===== config.mk =====
export PLATFORM = sky130hd
export DESIGN_NAME = prime_digit_sum_frequency_table_unit
export DESIGN_NICKNAME = d
export VERILOG_FILES = /design/src/design/pdsft_pkg.sv /design/src/design/prime_digit_sum_frequency_table_unit.sv /design/src/design/pdsft_ram.sv /design/src/design/pdsft_dp.sv /design/src/design/pdsft_ctrl.sv
export SDC_FILE = /design/constraint.sdc
export NUM_CORES = 2
export LEC_CHECK = 0
export ABC_AREA = 1
export CAP_MARGIN = 5
export CELL_PAD_IN_SITES_DETAIL_PLACEMENT = 0
export CELL_PAD_IN_SITES_GLOBAL_PLACEMENT = 1
export CORE_MARGIN = 2
export CORE_UTILIZATION = 33
export CTS_CLUSTER_SIZE = 28
export DETAILED_ROUTE_END_ITERATION = 7
export DONT_BUFFER_PORTS = 1
export GPL_ROUTABILITY_DRIVEN = 0
export PLACE_DENSITY = 0.62
export SYNTH_ARGS = -nofsm -noshare
export SYNTH_HDL_FRONTEND = slang
export SYNTH_SLANG_ARGS = --single-unit

===== constraint.sdc =====
create_clock -name clock -period 6.9 [get_ports clock]
set_input_delay 0.345 -clock clock [delete_from_list [all_inputs] [get_ports clock]]
set_output_delay 0.345 -clock clock [all_outputs]
set_load 0.02 [all_outputs]

===== src/design/pdsft_pkg.sv =====
// Package for the prime digit-sum frequency table unit.
// Holds opcodes, status codes, controller/datapath command and status structs
// and the prime lookup mask. No dependencies.
package pdsft_pkg;

   // Request opcodes
   localparam logic [1:0] OP_OFFER = 2'd0;
   localparam logic [1:0] OP_READ  = 2'd1;
   localparam logic [1:0] OP_CLEAR = 2'd2;

   // Width of the digit-sum accumulator (covers values up to 63 bits)
   localparam int SUM_BITS = 8;

   // Response status codes
   typedef enum logic [2:0] {
      ST_REJECTED = 3'd0,
      ST_COUNTED  = 3'd1,
      ST_INSERTED = 3'd2,
      ST_DROPPED  = 3'd3,
      ST_READ_OK  = 3'd4,
      ST_READ_OOR = 3'd5,
      ST_CLEARED  = 3'd6
   } status_type;

   // Commands from controller to datapath
   typedef struct packed {
      logic       accept;
      logic       dd_step;
      logic       sum_step;
      logic       bs_init;
      logic       bs_issue;
      logic       bs_eval;
      logic       find_issue;
      logic       sh_init;
      logic       sh_issue;
      logic       sh_write;
      logic       put_new;
      logic       put_count;
      logic       rd_issue;
      logic       clear;
      logic       set_res;
      status_type res_status;
      logic       send;
   } dp_cmd_type;

   // Status from datapath to controller
   typedef struct packed {
      logic dd_last;
      logic sum_last;
      logic prime;
      logic lo_lt_hi;
      logic hit;
      logic full;
      logic cur_gt_lo;
      logic index_ok;
      logic rsp_free;
   } dp_sts_type;

   // Sieve for primes below 2**SUM_BITS, worked out at elaboration
   function automatic logic [255:0] prime_mask_f();
      logic [255:0] m;
      int           i;
      int           j;
      m = '1;
      m[0] = 1'b0;
      m[1] = 1'b0;
      for (i = 2; i < 16; i++) begin
         if (m[i]) begin
            for (j = i * i; j < 256; j += i) begin
               m[j] = 1'b0;
            end
         end
      end
      return m;
   endfunction

   localparam logic [255:0] PRIME_MASK = prime_mask_f();

endpackage


===== src/design/prime_digit_sum_frequency_table_unit.sv =====
// Prime digit-sum frequency table unit: top level.
// Uses pdsft_pkg, pdsft_ctrl and pdsft_dp (which holds pdsft_ram).
//
// Usage:
//  The req_ channel carries an opcode (offer, read, clear), a value and an
//  index; a transfer occurs when req_valid is high and req_stall low. Each
//  item produces exactly one rsp_ transfer with status, position, entry value,
//  entry count and the number of entries held after the item.
//  Items are handled one at a time. A clear, an out-of-range read or an
//  unused opcode goes straight to its result; an in-range read first reads
//  the entry RAM. An offer runs a bit-serial BCD conversion, a digit sum and
//  a prime check; if the sum is prime it does a binary search (at most
//  clog2(ENTRIES+1) probes, each a RAM read and an evaluation), then counts,
//  drops or inserts, an insert moving each entry above the slot up by one.
//  The next item is taken the cycle after the send.
//  Reset (synchronous, active high) empties the table and drops any pending
//  response; entry storage is not cleared. The response sits in an output
//  register: while rsp_stall is high it holds, and the next item may still
//  be taken and worked on up to the point where its result is ready.
module prime_digit_sum_frequency_table_unit #(
   parameter int ENTRIES    = 64,
   parameter int VALUE_BITS = 31,
   parameter int COUNT_BITS = 16
) (
   input  logic                         clock,
   input  logic                         reset,
   input  logic                         req_valid,
   output logic                         req_stall,
   input  logic [1:0]                   req_opcode,
   input  logic [VALUE_BITS-1:0]        req_value,
   input  logic [$clog2(ENTRIES)-1:0]   req_index,
   output logic                         rsp_valid,
   input  logic                         rsp_stall,
   output logic [2:0]                   rsp_status,
   output logic [$clog2(ENTRIES)-1:0]   rsp_position,
   output logic [VALUE_BITS-1:0]        rsp_entry_value,
   output logic [COUNT_BITS-1:0]        rsp_entry_count,
   output logic [$clog2(ENTRIES+1)-1:0] rsp_entries_used
);
   import pdsft_pkg::*;

   dp_cmd_type cmd;
   dp_sts_type sts;

   // Sequencer
   pdsft_ctrl u_ctrl (
      .clock      (clock),
      .reset      (reset),
      .req_valid  (req_valid),
      .req_opcode (req_opcode),
      .req_stall  (req_stall),
      .sts        (sts),
      .cmd        (cmd)
   );

   // Datapath and table storage
   pdsft_dp #(
      .ENTRIES    (ENTRIES),
      .VALUE_BITS (VALUE_BITS),
      .COUNT_BITS (COUNT_BITS)
   ) u_dp (
      .clock            (clock),
      .reset            (reset),
      .cmd              (cmd),
      .sts              (sts),
      .req_value        (req_value),
      .req_index        (req_index),
      .rsp_stall        (rsp_stall),
      .rsp_valid        (rsp_valid),
      .rsp_status       (rsp_status),
      .rsp_position     (rsp_position),
      .rsp_entry_value  (rsp_entry_value),
      .rsp_entry_count  (rsp_entry_count),
      .rsp_entries_used (rsp_entries_used)
   );

endmodule


===== src/design/pdsft_ram.sv =====
// Generic single-write, single-read RAM with registered read data.
// No dependencies.
module pdsft_ram #(
   parameter int WIDTH = 8,
   parameter int DEPTH = 16
) (
   input  logic                     clock,
   input  logic                     we,
   input  logic [$clog2(DEPTH)-1:0] waddr,
   input  logic [WIDTH-1:0]         wdata,
   input  logic [$clog2(DEPTH)-1:0] raddr,
   output logic [WIDTH-1:0]         rdata
);

   logic [WIDTH-1:0] mem_ff [DEPTH];
   logic [WIDTH-1:0] rdata_ff;

   // Write port and registered read port
   always_ff @(posedge clock) begin
      if (we) begin
         mem_ff[waddr] <= wdata;
      end
      rdata_ff <= mem_ff[raddr];
   end

   assign rdata = rdata_ff;

endmodule


===== src/design/pdsft_dp.sv =====
// Datapath: digit-sum unit, binary search and shift over the entry RAM,
// result and response registers. Uses pdsft_pkg and pdsft_ram.
module pdsft_dp #(
   parameter int ENTRIES    = 64,
   parameter int VALUE_BITS = 31,
   parameter int COUNT_BITS = 16
) (
   input  logic                             clock,
   input  logic                             reset,
   input  pdsft_pkg::dp_cmd_type            cmd,
   output pdsft_pkg::dp_sts_type            sts,
   input  logic [VALUE_BITS-1:0]            req_value,
   input  logic [$clog2(ENTRIES)-1:0]       req_index,
   input  logic                             rsp_stall,
   output logic                             rsp_valid,
   output logic [2:0]                       rsp_status,
   output logic [$clog2(ENTRIES)-1:0]       rsp_position,
   output logic [VALUE_BITS-1:0]            rsp_entry_value,
   output logic [COUNT_BITS-1:0]            rsp_entry_count,
   output logic [$clog2(ENTRIES+1)-1:0]     rsp_entries_used
);
   import pdsft_pkg::*;

   localparam int AW     = $clog2(ENTRIES);
   localparam int UW     = $clog2(ENTRIES + 1);
   localparam int DIGITS = (VALUE_BITS * 3) / 10 + 1;
   localparam int BW     = 4 * DIGITS;
   localparam int SCW    = $clog2(VALUE_BITS + 1);
   localparam int WW     = VALUE_BITS + COUNT_BITS;
   localparam logic [COUNT_BITS-1:0] COUNT_MAX = '1;

   logic [VALUE_BITS-1:0] value_ff, value_in;
   logic [AW-1:0]         index_ff, index_in;
   logic [VALUE_BITS-1:0] bin_ff, bin_in;
   logic [BW-1:0]         bcd_ff, bcd_in;
   logic [SCW-1:0]        step_ff, step_in;
   logic [SUM_BITS-1:0]   sum_ff, sum_in;
   logic [UW-1:0]         lo_ff, lo_in, hi_ff, hi_in, cur_ff, cur_in, used_ff, used_in;
   status_type            res_status_ff, res_status_in;
   logic [AW-1:0]         res_pos_ff, res_pos_in;
   logic [VALUE_BITS-1:0] res_val_ff, res_val_in;
   logic [COUNT_BITS-1:0] res_cnt_ff, res_cnt_in;
   logic                  rsp_valid_ff, rsp_valid_in;
   logic [2:0]            rsp_status_ff, rsp_status_in;
   logic [AW-1:0]         rsp_pos_ff, rsp_pos_in;
   logic [VALUE_BITS-1:0] rsp_val_ff, rsp_val_in;
   logic [COUNT_BITS-1:0] rsp_cnt_ff, rsp_cnt_in;
   logic [UW-1:0]         rsp_used_ff, rsp_used_in;

   logic [UW:0]           mid_sum;
   logic [UW-1:0]         mid;
   logic [UW-1:0]         cur_m1;
   logic [WW-1:0]         rdata;
   logic [VALUE_BITS-1:0] rd_val;
   logic [COUNT_BITS-1:0] rd_cnt;
   logic [COUNT_BITS-1:0] cnt_inc;
   logic [BW-1:0]         bcd_adj;
   logic                  ram_we;
   logic [AW-1:0]         ram_waddr;
   logic [WW-1:0]         ram_wdata;
   logic [AW-1:0]         ram_raddr;
   logic                  rsp_free;

   // Search helpers and read data split
   assign mid_sum = {1'b0, lo_ff} + {1'b0, hi_ff};
   assign mid     = mid_sum[UW:1];
   assign cur_m1  = cur_ff - UW'(1);
   assign rd_val  = rdata[WW-1:COUNT_BITS];
   assign rd_cnt  = rdata[COUNT_BITS-1:0];
   assign cnt_inc = (rd_cnt == COUNT_MAX) ? rd_cnt : rd_cnt + COUNT_BITS'(1);
   assign rsp_free = !rsp_valid_ff || !rsp_stall;

   // Double-dabble digit correction, one per BCD digit
   always_comb begin
      for (int d = 0; d < DIGITS; d++) begin
         bcd_adj[4*d +: 4] = (bcd_ff[4*d +: 4] >= 4'd5) ? bcd_ff[4*d +: 4] + 4'd3
                                                          : bcd_ff[4*d +: 4];
      end
   end

   // Entry RAM port selection
   always_comb begin
      priority if (cmd.rd_issue) begin
         ram_raddr = req_index;
      end else if (cmd.bs_issue) begin
         ram_raddr = mid[AW-1:0];
      end else if (cmd.sh_issue) begin
         ram_raddr = cur_m1[AW-1:0];
      end else begin
         ram_raddr = lo_ff[AW-1:0];
      end
      ram_we = cmd.put_count || cmd.put_new || cmd.sh_write;
      priority if (cmd.sh_write) begin
         ram_waddr = cur_ff[AW-1:0];
         ram_wdata = rdata;
      end else if (cmd.put_count) begin
         ram_waddr = lo_ff[AW-1:0];
         ram_wdata = {value_ff, cnt_inc};
      end else begin
         ram_waddr = lo_ff[AW-1:0];
         ram_wdata = {value_ff, COUNT_BITS'(1)};
      end
   end

   pdsft_ram #(
      .WIDTH (WW),
      .DEPTH (ENTRIES)
   ) u_ram (
      .clock (clock),
      .we    (ram_we),
      .waddr (ram_waddr),
      .wdata (ram_wdata),
      .raddr (ram_raddr),
      .rdata (rdata)
   );

   // Next-state logic for the working registers
   always_comb begin
      value_in      = value_ff;
      index_in      = index_ff;
      bin_in        = bin_ff;
      bcd_in        = bcd_ff;
      step_in       = step_ff;
      sum_in        = sum_ff;
      lo_in         = lo_ff;
      hi_in         = hi_ff;
      cur_in        = cur_ff;
      used_in       = used_ff;
      res_status_in = res_status_ff;
      res_pos_in    = res_pos_ff;
      res_val_in    = res_val_ff;
      res_cnt_in    = res_cnt_ff;

      if (cmd.accept) begin
         value_in = req_value;
         index_in = req_index;
         bin_in   = req_value;
         bcd_in   = '0;
         step_in  = '0;
      end
      if (cmd.dd_step) begin
         bcd_in = {bcd_adj[BW-2:0], bin_ff[VALUE_BITS-1]};
         bin_in = {bin_ff[VALUE_BITS-2:0], 1'b0};
         if (sts.dd_last) begin
            step_in = '0;
            sum_in  = '0;
         end else begin
            step_in = step_ff + SCW'(1);
         end
      end
      if (cmd.sum_step) begin
         sum_in  = sum_ff + SUM_BITS'(bcd_ff[3:0]);
         bcd_in  = {4'b0, bcd_ff[BW-1:4]};
         step_in = step_ff + SCW'(1);
      end
      if (cmd.bs_init) begin
         lo_in = '0;
         hi_in = used_ff;
      end
      if (cmd.bs_eval) begin
         if (rd_val < value_ff) begin
            lo_in = mid + UW'(1);
         end else begin
            hi_in = mid;
         end
      end
      if (cmd.sh_init) begin
         cur_in = used_ff;
      end
      if (cmd.sh_write) begin
         cur_in = cur_m1;
      end
      if (cmd.clear) begin
         used_in = '0;
      end
      if (cmd.put_new) begin
         used_in = used_ff + UW'(1);
      end
      if (cmd.set_res) begin
         res_status_in = cmd.res_status;
         unique case (cmd.res_status)
            ST_COUNTED: begin
               res_pos_in = lo_ff[AW-1:0];
               res_val_in = value_ff;
               res_cnt_in = cnt_inc;
            end
            ST_INSERTED: begin
               res_pos_in = lo_ff[AW-1:0];
               res_val_in = value_ff;
               res_cnt_in = COUNT_BITS'(1);
            end
            ST_READ_OK: begin
               res_pos_in = index_ff;
               res_val_in = rd_val;
               res_cnt_in = rd_cnt;
            end
            default: begin
               res_pos_in = '0;
               res_val_in = '0;
               res_cnt_in = '0;
            end
         endcase
      end
   end

   // Output register: loaded on send, emptied on transfer
   always_comb begin
      rsp_valid_in  = rsp_valid_ff;
      rsp_status_in = rsp_status_ff;
      rsp_pos_in    = rsp_pos_ff;
      rsp_val_in    = rsp_val_ff;
      rsp_cnt_in    = rsp_cnt_ff;
      rsp_used_in   = rsp_used_ff;
      if (cmd.send) begin
         rsp_valid_in  = 1'b1;
         rsp_status_in = res_status_ff;
         rsp_pos_in    = res_pos_ff;
         rsp_val_in    = res_val_ff;
         rsp_cnt_in    = res_cnt_ff;
         rsp_used_in   = used_ff;
      end else if (rsp_valid_ff && !rsp_stall) begin
         rsp_valid_in = 1'b0;
      end
   end

   // Control registers
   always_ff @(posedge clock) begin
      if (reset) begin
         used_ff      <= '0;
         rsp_valid_ff <= 1'b0;
      end else begin
         used_ff      <= used_in;
         rsp_valid_ff <= rsp_valid_in;
      end
   end

   // Payload registers
   always_ff @(posedge clock) begin
      value_ff      <= value_in;
      index_ff      <= index_in;
      bin_ff        <= bin_in;
      bcd_ff        <= bcd_in;
      step_ff       <= step_in;
      sum_ff        <= sum_in;
      lo_ff         <= lo_in;
      hi_ff         <= hi_in;
      cur_ff        <= cur_in;
      res_status_ff <= res_status_in;
      res_pos_ff    <= res_pos_in;
      res_val_ff    <= res_val_in;
      res_cnt_ff    <= res_cnt_in;
      rsp_status_ff <= rsp_status_in;
      rsp_pos_ff    <= rsp_pos_in;
      rsp_val_ff    <= rsp_val_in;
      rsp_cnt_ff    <= rsp_cnt_in;
      rsp_used_ff   <= rsp_used_in;
   end

   // Status to the controller
   always_comb begin
      sts.dd_last   = (step_ff == SCW'(VALUE_BITS - 1));
      sts.sum_last  = (step_ff == SCW'(DIGITS - 1));
      sts.prime     = PRIME_MASK[sum_ff];
      sts.lo_lt_hi  = (lo_ff < hi_ff);
      sts.hit       = (lo_ff < used_ff) && (rd_val == value_ff);
      sts.full      = (used_ff == UW'(ENTRIES));
      sts.cur_gt_lo = (cur_ff > lo_ff);
      sts.index_ok  = (UW'(req_index) < used_ff);
      sts.rsp_free  = rsp_free;
   end

   assign rsp_valid        = rsp_valid_ff;
   assign rsp_status       = rsp_status_ff;
   assign rsp_position     = rsp_pos_ff;
   assign rsp_entry_value  = rsp_val_ff;
   assign rsp_entry_count  = rsp_cnt_ff;
   assign rsp_entries_used = rsp_used_ff;

endmodule


===== src/design/pdsft_ctrl.sv =====
// Controller state machine: sequences digit sum, search, count, insert,
// read and clear. Uses pdsft_pkg; drives the datapath by command struct.
module pdsft_ctrl (
   input  logic                  clock,
   input  logic                  reset,
   input  logic                  req_valid,
   input  logic [1:0]            req_opcode,
   output logic                  req_stall,
   input  pdsft_pkg::dp_sts_type sts,
   output pdsft_pkg::dp_cmd_type cmd
);
   import pdsft_pkg::*;

   typedef enum logic [10:0] {
      S_IDLE    = 11'b000_0000_0001,
      S_DD      = 11'b000_0000_0010,
      S_DSUM    = 11'b000_0000_0100,
      S_CHK     = 11'b000_0000_1000,
      S_BS_RD   = 11'b000_0001_0000,
      S_BS_EV   = 11'b000_0010_0000,
      S_FIND_EV = 11'b000_0100_0000,
      S_SH_RD   = 11'b000_1000_0000,
      S_SH_WR   = 11'b001_0000_0000,
      S_RD_EV   = 11'b010_0000_0000,
      S_DONE    = 11'b100_0000_0000
   } state_type;

   state_type state_ff, state_in;

   // Next state and command decode
   always_comb begin
      cmd       = '0;
      state_in  = state_ff;
      req_stall = (state_ff != S_IDLE);
      unique case (state_ff)
         S_IDLE: begin
            if (req_valid) begin
               cmd.accept = 1'b1;
               priority if (req_opcode == OP_OFFER) begin
                  state_in = S_DD;
               end else if (req_opcode == OP_READ) begin
                  if (sts.index_ok) begin
                     cmd.rd_issue = 1'b1;
                     state_in     = S_RD_EV;
                  end else begin
                     cmd.set_res    = 1'b1;
                     cmd.res_status = ST_READ_OOR;
                     state_in       = S_DONE;
                  end
               end else if (req_opcode == OP_CLEAR) begin
                  cmd.clear      = 1'b1;
                  cmd.set_res    = 1'b1;
                  cmd.res_status = ST_CLEARED;
                  state_in       = S_DONE;
               end else begin
                  cmd.set_res    = 1'b1;
                  cmd.res_status = ST_REJECTED;
                  state_in       = S_DONE;
               end
            end
         end
         S_DD: begin
            cmd.dd_step = 1'b1;
            if (sts.dd_last) begin
               state_in = S_DSUM;
            end
         end
         S_DSUM: begin
            cmd.sum_step = 1'b1;
            if (sts.sum_last) begin
               state_in = S_CHK;
            end
         end
         S_CHK: begin
            if (sts.prime) begin
               cmd.bs_init = 1'b1;
               state_in    = S_BS_RD;
            end else begin
               cmd.set_res    = 1'b1;
               cmd.res_status = ST_REJECTED;
               state_in       = S_DONE;
            end
         end
         S_BS_RD: begin
            if (sts.lo_lt_hi) begin
               cmd.bs_issue = 1'b1;
               state_in     = S_BS_EV;
            end else begin
               cmd.find_issue = 1'b1;
               state_in       = S_FIND_EV;
            end
         end
         S_BS_EV: begin
            cmd.bs_eval = 1'b1;
            state_in    = S_BS_RD;
         end
         S_FIND_EV: begin
            cmd.set_res = 1'b1;
            priority if (sts.hit) begin
               cmd.put_count  = 1'b1;
               cmd.res_status = ST_COUNTED;
               state_in       = S_DONE;
            end else if (sts.full) begin
               cmd.res_status = ST_DROPPED;
               state_in       = S_DONE;
            end else begin
               cmd.set_res = 1'b0;
               cmd.sh_init = 1'b1;
               state_in    = S_SH_RD;
            end
         end
         S_SH_RD: begin
            if (sts.cur_gt_lo) begin
               cmd.sh_issue = 1'b1;
               state_in     = S_SH_WR;
            end else begin
               cmd.put_new    = 1'b1;
               cmd.set_res    = 1'b1;
               cmd.res_status = ST_INSERTED;
               state_in       = S_DONE;
            end
         end
         S_SH_WR: begin
            cmd.sh_write = 1'b1;
            state_in     = S_SH_RD;
         end
         S_RD_EV: begin
            cmd.set_res    = 1'b1;
            cmd.res_status = ST_READ_OK;
            state_in       = S_DONE;
         end
         S_DONE: begin
            if (sts.rsp_free) begin
               cmd.send = 1'b1;
               state_in = S_IDLE;
            end
         end
         default: begin
            state_in = S_IDLE;
         end
      endcase
   end

   // State register
   always_ff @(posedge clock) begin
      if (reset) begin
         state_ff <= S_IDLE;
      end else begin
         state_ff <= state_in;
      end
   end

`ifndef SYNTH
   // Every accepted item leaves the idle state
   a_accept_busy: assert property (@(posedge clock) disable iff (reset)
      (req_valid && !req_stall) |=> req_stall)
      else $error("accepted item did not leave idle");

   // A response is only sent into a free output register
   a_send_free: assert property (@(posedge clock) disable iff (reset)
      cmd.send |-> sts.rsp_free)
      else $error("response sent while output register busy");

   // A new entry is never written into a full table
   a_insert_room: assert property (@(posedge clock) disable iff (reset)
      cmd.put_new |-> !sts.full)
      else $error("insert into full table");
`endif

endmodule


* Yosys cells after proc, flatten, opt, wreduce, memory -nomap -nowiden
Memories as Yosys holds them, arrays and structs flattened. A register that Yosys moved wholly into a read port is not among the register bits.
Cells that the tools add are included.
** Word-level totals
- Memories kept :: 2
- Word-level logic and storage cells :: 201
- Bits in read-only memories :: 256
- Bits of input ports :: 43
- Bits in registers :: 280
- Bits in writable memories :: 3008
- Output and inout bits :: 65
** Operators by class
- Add/subtract/negate cells :: 17
- Order comparisons :: 16
- Reduce and logical (&&, ||, !) cells :: 18
- Equal/unequal tests :: 26
- Multiplexer cells :: 99
** Memory list
- u_dp.u_ram.mem_ff :: words 64, width 47, read ports 1, clocked after Yosys merged registers in 1, write ports 1, line pdsft_ram.sv:15 : logic [WIDTH-1:0] mem_ff [DEPTH];
- (no name shown) :: words 256, width 1, read ports 1, clocked after Yosys merged registers in 1, write ports 0, line pdsft_dp.sv:263 : sts.prime = PRIME_MASK[sum_ff];
** Operator list (number)
- $mux 11 :: 11
- $pmux 11 s11 :: 1
- $mux 40 :: 2
- $mux 7 :: 11
- $mux 31 :: 2
- $pmux 31 s2 :: 1
- $mux 4 :: 13
- $pmux 16 s3 :: 1
- $mux 47 :: 1
- $ge 4x3->1 const B :: 10
- $add 4x2->4 const B :: 9
- $mux 36 :: 1
- $mux 6 :: 6
- $mux 1 :: 32
- $mux 16 :: 2
- $mux 8 :: 4
- $eq 31x31->1 :: 1
- $lt 31x31->1 :: 1
- $mux 5 :: 4
- $pmux 4 s5 :: 1
- $add 16x1->16 const B :: 1
- $eq 16x16->1 const B :: 1
- $add 7x1->7 const B :: 2
- $lt 7x7->1 :: 2
- 42 further kinds :: 56

* Longest topological paths before layout
- Depth after elaboration :: 9
- Depth in mapped cells :: 22
- Gate-level depth less buffers :: 19

* Hierarchy
From an unflattened synthesis, not the netlist that was laid out.
** Unflattened totals
- Cell total of the unflattened synthesis :: 11560
- Area, all modules :: 136342.0 µm²
** By module, submodules not included
- pdsft_ram :: cells an instance 9905, instances 1, seq. area each 91267.5 µm², area an instance 120994.8 µm²
- pdsft_dp :: cells an instance 1513, instances 1, seq. area each 7827.5 µm², area an instance 14458.9 µm²
- pdsft_ctrl :: cells an instance 142, instances 1, seq. area each 220.2 µm², area an instance 888.4 µm²

* Least setup slack after synthesis
No wires, ideal clock.
- Path type :: reg-to-reg
- Start point :: register u_dp.used_ff[2]
- End point :: register u_dp.res_cnt_ff[0] (enable)
- Buffers on the path :: 1
- Clock period less this slack :: 5.864 ns
- Setup time :: 0.550 ns
- Data required time :: 6.350 ns
- Cell stages (with the launch flop) :: 10
- Path slack :: 1.036 ns
- Data arrival time :: 5.315 ns
- Cells stage by stage :: dfxtp_1 clkbuf_1 inv_1 ha_1 nand3_1 nand2_1 nand2_1 nand2b_1 a21oi_1 o21ai_0
** RTL lines
- from (decl) :: line pdsft_dp.sv:38 : logic [UW-1:0] lo_ff, lo_in, hi_ff, hi_in, cur_ff, cur_in, used_ff, used_in;
- from (signal assigned) :: line pdsft_dp.sv:232 : used_ff <= used_in;
- to (signal assigned) :: line pdsft_dp.sv:251 : res_cnt_ff <= res_cnt_in;
- to (decl) :: line pdsft_dp.sv:42 : logic [COUNT_BITS-1:0] res_cnt_ff, res_cnt_in;

* Worst setup path after layout
- Start point :: register u_dp.lo_ff[5]
- End point :: register u_dp.u_ram.rdata_ff[39] (netlist: u_dp.u_ram.rdata[39]) (read register of u_dp.u_ram.mem_ff)
** Between the ends
- Cells in the longest elaborated chain, start to end :: 6
- Elaborated cells between the ends (all ways) :: 10
- Those cells by class :: add/sub (1); order compare (2); mux (7)
** RTL lines
- from (decl) :: line pdsft_dp.sv:38
- from (signal assigned) :: line pdsft_dp.sv:245 : lo_ff <= lo_in;
- $gt 7x7->1 :: line pdsft_dp.sv:267 : sts.cur_gt_lo = (cur_ff > lo_ff);
- $mux 1 :: line pdsft_ctrl.sv:113 : if (sts.cur_gt_lo) begin
- $mux 1 :: line pdsft_ctrl.sv:35 : unique case (state_ff)
- $mux 6 :: line pdsft_dp.sv:87 : end else if (cmd.sh_issue) begin
- $mux 6 (*) :: line pdsft_dp.sv:85 : end else if (cmd.bs_issue) begin
- $mux 6 (*) :: line pdsft_dp.sv:83 : priority if (cmd.rd_issue) begin
- to (decl) :: line pdsft_ram.sv:16 : logic [WIDTH-1:0] rdata_ff;
Every way passes the cells marked *; elsewhere a longest branch is shown, timed or not.
A chain may end at the register's enable or synchronous reset.

==> qor.csv <==
metric;value;unit
Synth Warn #;0;
largest net degree at the start of global routing;165;
Bufs on Longest Clock Path;4;
CTS Buf Count;363;
fmax;184;MHz
vias in the first global route;95400;
slew margin rel.;7.61;%
DR WL met3;28800;um
drt initial violations;10700;
via count;100000;
worst skew pair latency;970;ps
Period minus WS final;5440;ps
post-synthesis sequential area ratio;68.1;%
DRC violations left;0;
TritonCTS clock tree;done;
drt pass-1 iters;6;
Die Span Y;669;um
GRT Total Usage;21.5;%
Pleak;0.0644;uW
Initial Util;33.1;%
syn avg cell area;10.9;sq um
PortBufs;0;
core area;441000;sq um
Worst Reg-to-Reg Cells;20;
crit path max-delay cell type;dfxtp_1;
row count;244;
Root Driver;clkbuf_16;
Layout Nets;13400;
Tcrit/Tclk final;78.8;%
post-DP HPWL;267000;um
Worst Tran Pin Value;1380;ps
VDD IR max;198;uV
Worst EP arrival;6220;ps
Slew Limit Fails;0;
Area growth syn-to-layout;14.2;%
WL per Instance;25.2;um
Data required, critical path;7680;ps
max cap viols;0;
# setup viols final;0;
library cells used by synthesis;49;
Post-synth EDFFs;3250;
initial antenna violation count;27;
met1 wire length;215000;um
syn nets;13500;
Worst-path clk slew;60;ps
CTS Sinks;3336;
Hold Crit Class;primary input to flip-flop;
Clock Skew;77.1;ps
P per Cell Area;264;nW/um^2
Setup crit start kind;flip-flop;
crit path kind;flip-flop to flip-flop;
global route total overflow;0;
Setup TNS;0;ps
H-tree Lvls;5;
Worst Hold Path Cells;1;
Final Hold Fails;0;
Die ar.;447000;sq um
status;finished clean;
Ports;108;
Via density;5.15;
CP cell instances;inv_1 > ha_1 > nand2_1 > nor2_1 > nand2_1 > nand2_1 > nand3_1 > nand2_1 > nand3_1 > nand2_4 > buf_12 > buf_4 > nand3_1 > nand2_1 > nand2_1 > nand3_1 > nand3_1 > nand3_1 > nand3_1 > nand2_1;
Post-Syn Area;146000;sq um
Post-Syn Instances;13400;
Final ANT Viol Nets;0;
share of cells above drive strength 1;7.41;%
Top FF cell, synth;edfxtp_1;
Die W;669;um
global-route wire length before repair;705000;um
Pwr Total;43900;uW
Met2 Routed Length;231000;um
top sig layer;met5;
RSZ-0062 raised after global routing;no;
crit-path max cell delay;680;ps
Post-synth ARST share;0;%
fillers;42900;
final wirelength;492000;um
flops & latches, synth;3336;
# Post-CTS Setup Buffers;0;
Worst Path Max Fanout;94;
CP endpoint kind;flip-flop;
flop2flop setup slack;1460;ps
==> flip-flops by register name, indices dropped and copies added (netlist names), 7 cells and up <==
| register | flops |
|---|---|
| u_dp.bcd_ff | 40 |
| u_ctrl.state_ff | 11 |
| u_dp.u_ram.rdata | 47 |
| u_dp.hi_ff | 7 |
| u_dp.used_ff | 7 |
| u_dp.cur_ff | 7 |
| u_dp.rsp_entries_used | 7 |
| u_dp.lo_ff | 7 |
| u_dp.rsp_entry_value | 31 |
| u_dp.res_val_ff | 31 |
| u_dp.rsp_entry_count | 16 |
| u_dp.u_ram.mem_ff | 3008 |
| u_dp.res_cnt_ff | 16 |
| u_dp.value_ff | 31 |
| u_dp.sum_ff | 8 |
| u_dp.bin_ff | 31 |
==> Yosys cell counts, types with 67 or more instances <==
library cell | instances | area (sq um)
ha_1 | 93 | 1160
nor2_1 | 160 | 601
inv_1 | 1369 | 5140
dfxtp_1 | 86 | 1720
edfxtp_1 | 3250 | 97600
nand3_1 | 3304 | 16500
buf_1 | 67 | 251
o21ai_0 | 156 | 781
buf_2 | 419 | 2100
nand2_1 | 3273 | 12300
clkbuf_1 | 343 | 1290
nand3b_1 | 567 | 4260
==> layer usage <==
metal / track usage, % / vias up
met5: 0 / -
met4: 6.87 / 6
met3: 2.40 / 737
met2: 34.9 / 3349
met1: 30.0 / 50400
li1: - / 45900
==> final timing paths <==
path	start	end
min	req_value[17]	u_dp.value_ff[17]
max	u_dp.lo_ff[5]	u_dp.u_ram.rdata[39]
max reg2reg	u_dp.lo_ff[5]	u_dp.u_ram.rdata[39]
min reg2reg	u_dp.res_cnt_ff[3]	u_dp.rsp_entry_count[3]
==> logic make-up (layout without fill, tap and decap cells) <==
family / count (synthesis) / count (layout) / share of synthesized area, %
xor+xnor: 44 / 44 / 0.264
compound gates: 297 / 297 / 1.15
other cells: 0 / 14 / 0
buf+inv: 2249 / 2433 / 6.26
fa+ha+maj: 95 / 95 / 0.826
flops: 3336 / 3336 / 68.1
simple gates: 7369 / 7369 / 23.4
==> cell type report <==
class | instances | area [sq um] | area share, %
diodes | 14 | 35.0 | 0.0210
clock buffers | 458 | 9750 | 5.86
clock inverters | 201 | 1920 | 1.15
inverters | 1383 | 5210 | 3.13
multi-input cells | 7805 | 38500 | 23.1
flip-flops and latches | 3336 | 99300 | 59.7
well taps | 5904 | 7390 | 4.44
repair buffers | 391 | 4350 | 2.61
==> worst max-delay path, delay by kind of cell (launching register included) <==
kind          cells  cell delay, ps
fa+ha+maj         1             290
buf+inv           3            1270
simple gates     16            2860
flops             1             680
==> cell usage in the layout, fill, tap and decap left out, types with 12 or more instances in the layout <==
cell and count:
nor3_1 20, clkinv_1 80, bufinv_16 30, o21ai_0 111, ha_1 93, clkbuf_16 372, clkbuf_8 12, nand3_1 3302
inv_1 1367, xor2_1 37, o22ai_1 24, a21oi_1 61, o21ai_4 44, clkinv_2 57, buf_12 104, edfxtp_1 3250
nor2_1 96, inv_2 12, o211ai_1 12, diode_2 14, nand2_1 3265, o32ai_1 17, clkbuf_1 74, dfxtp_1 86
nand3b_1 567, dlygate4sd3_1 46, nor2_4 65, nand4_1 18, buf_4 241
==> where the power goes <==
group          leakage [uW]  internal (uW)  switching (uW)  total [uW]
sequential           0.0317          22400             119       22600
combinational        0.0270            414            1440        1860
clock               0.00569          11100            8340       19500
==> what timing repair did <==
| action | CTS | global route |
|---|---|---|
| hold buffers | 46 | 0 |
| endpoints found under the hold margin | 91 | 0 |
| resized for setup | 0 | 0 |
==> metrics by stage <==
stage	cells	hold slack (ps)	utilization, %	area [sq um]	worst slack (ps)
after global placement	18800	406	35.0	154000	1530
after global routing	19500	37.5	37.8	166000	1170
after CTS	19500	1.73	37.7	166000	1530
final	19500	92.4	37.8	166000	1460
after detailed placement	18800	406	35.0	154000	1540
after floorplan	13400	400	-	146000	1040
Power figures use the tool's default switching activity.
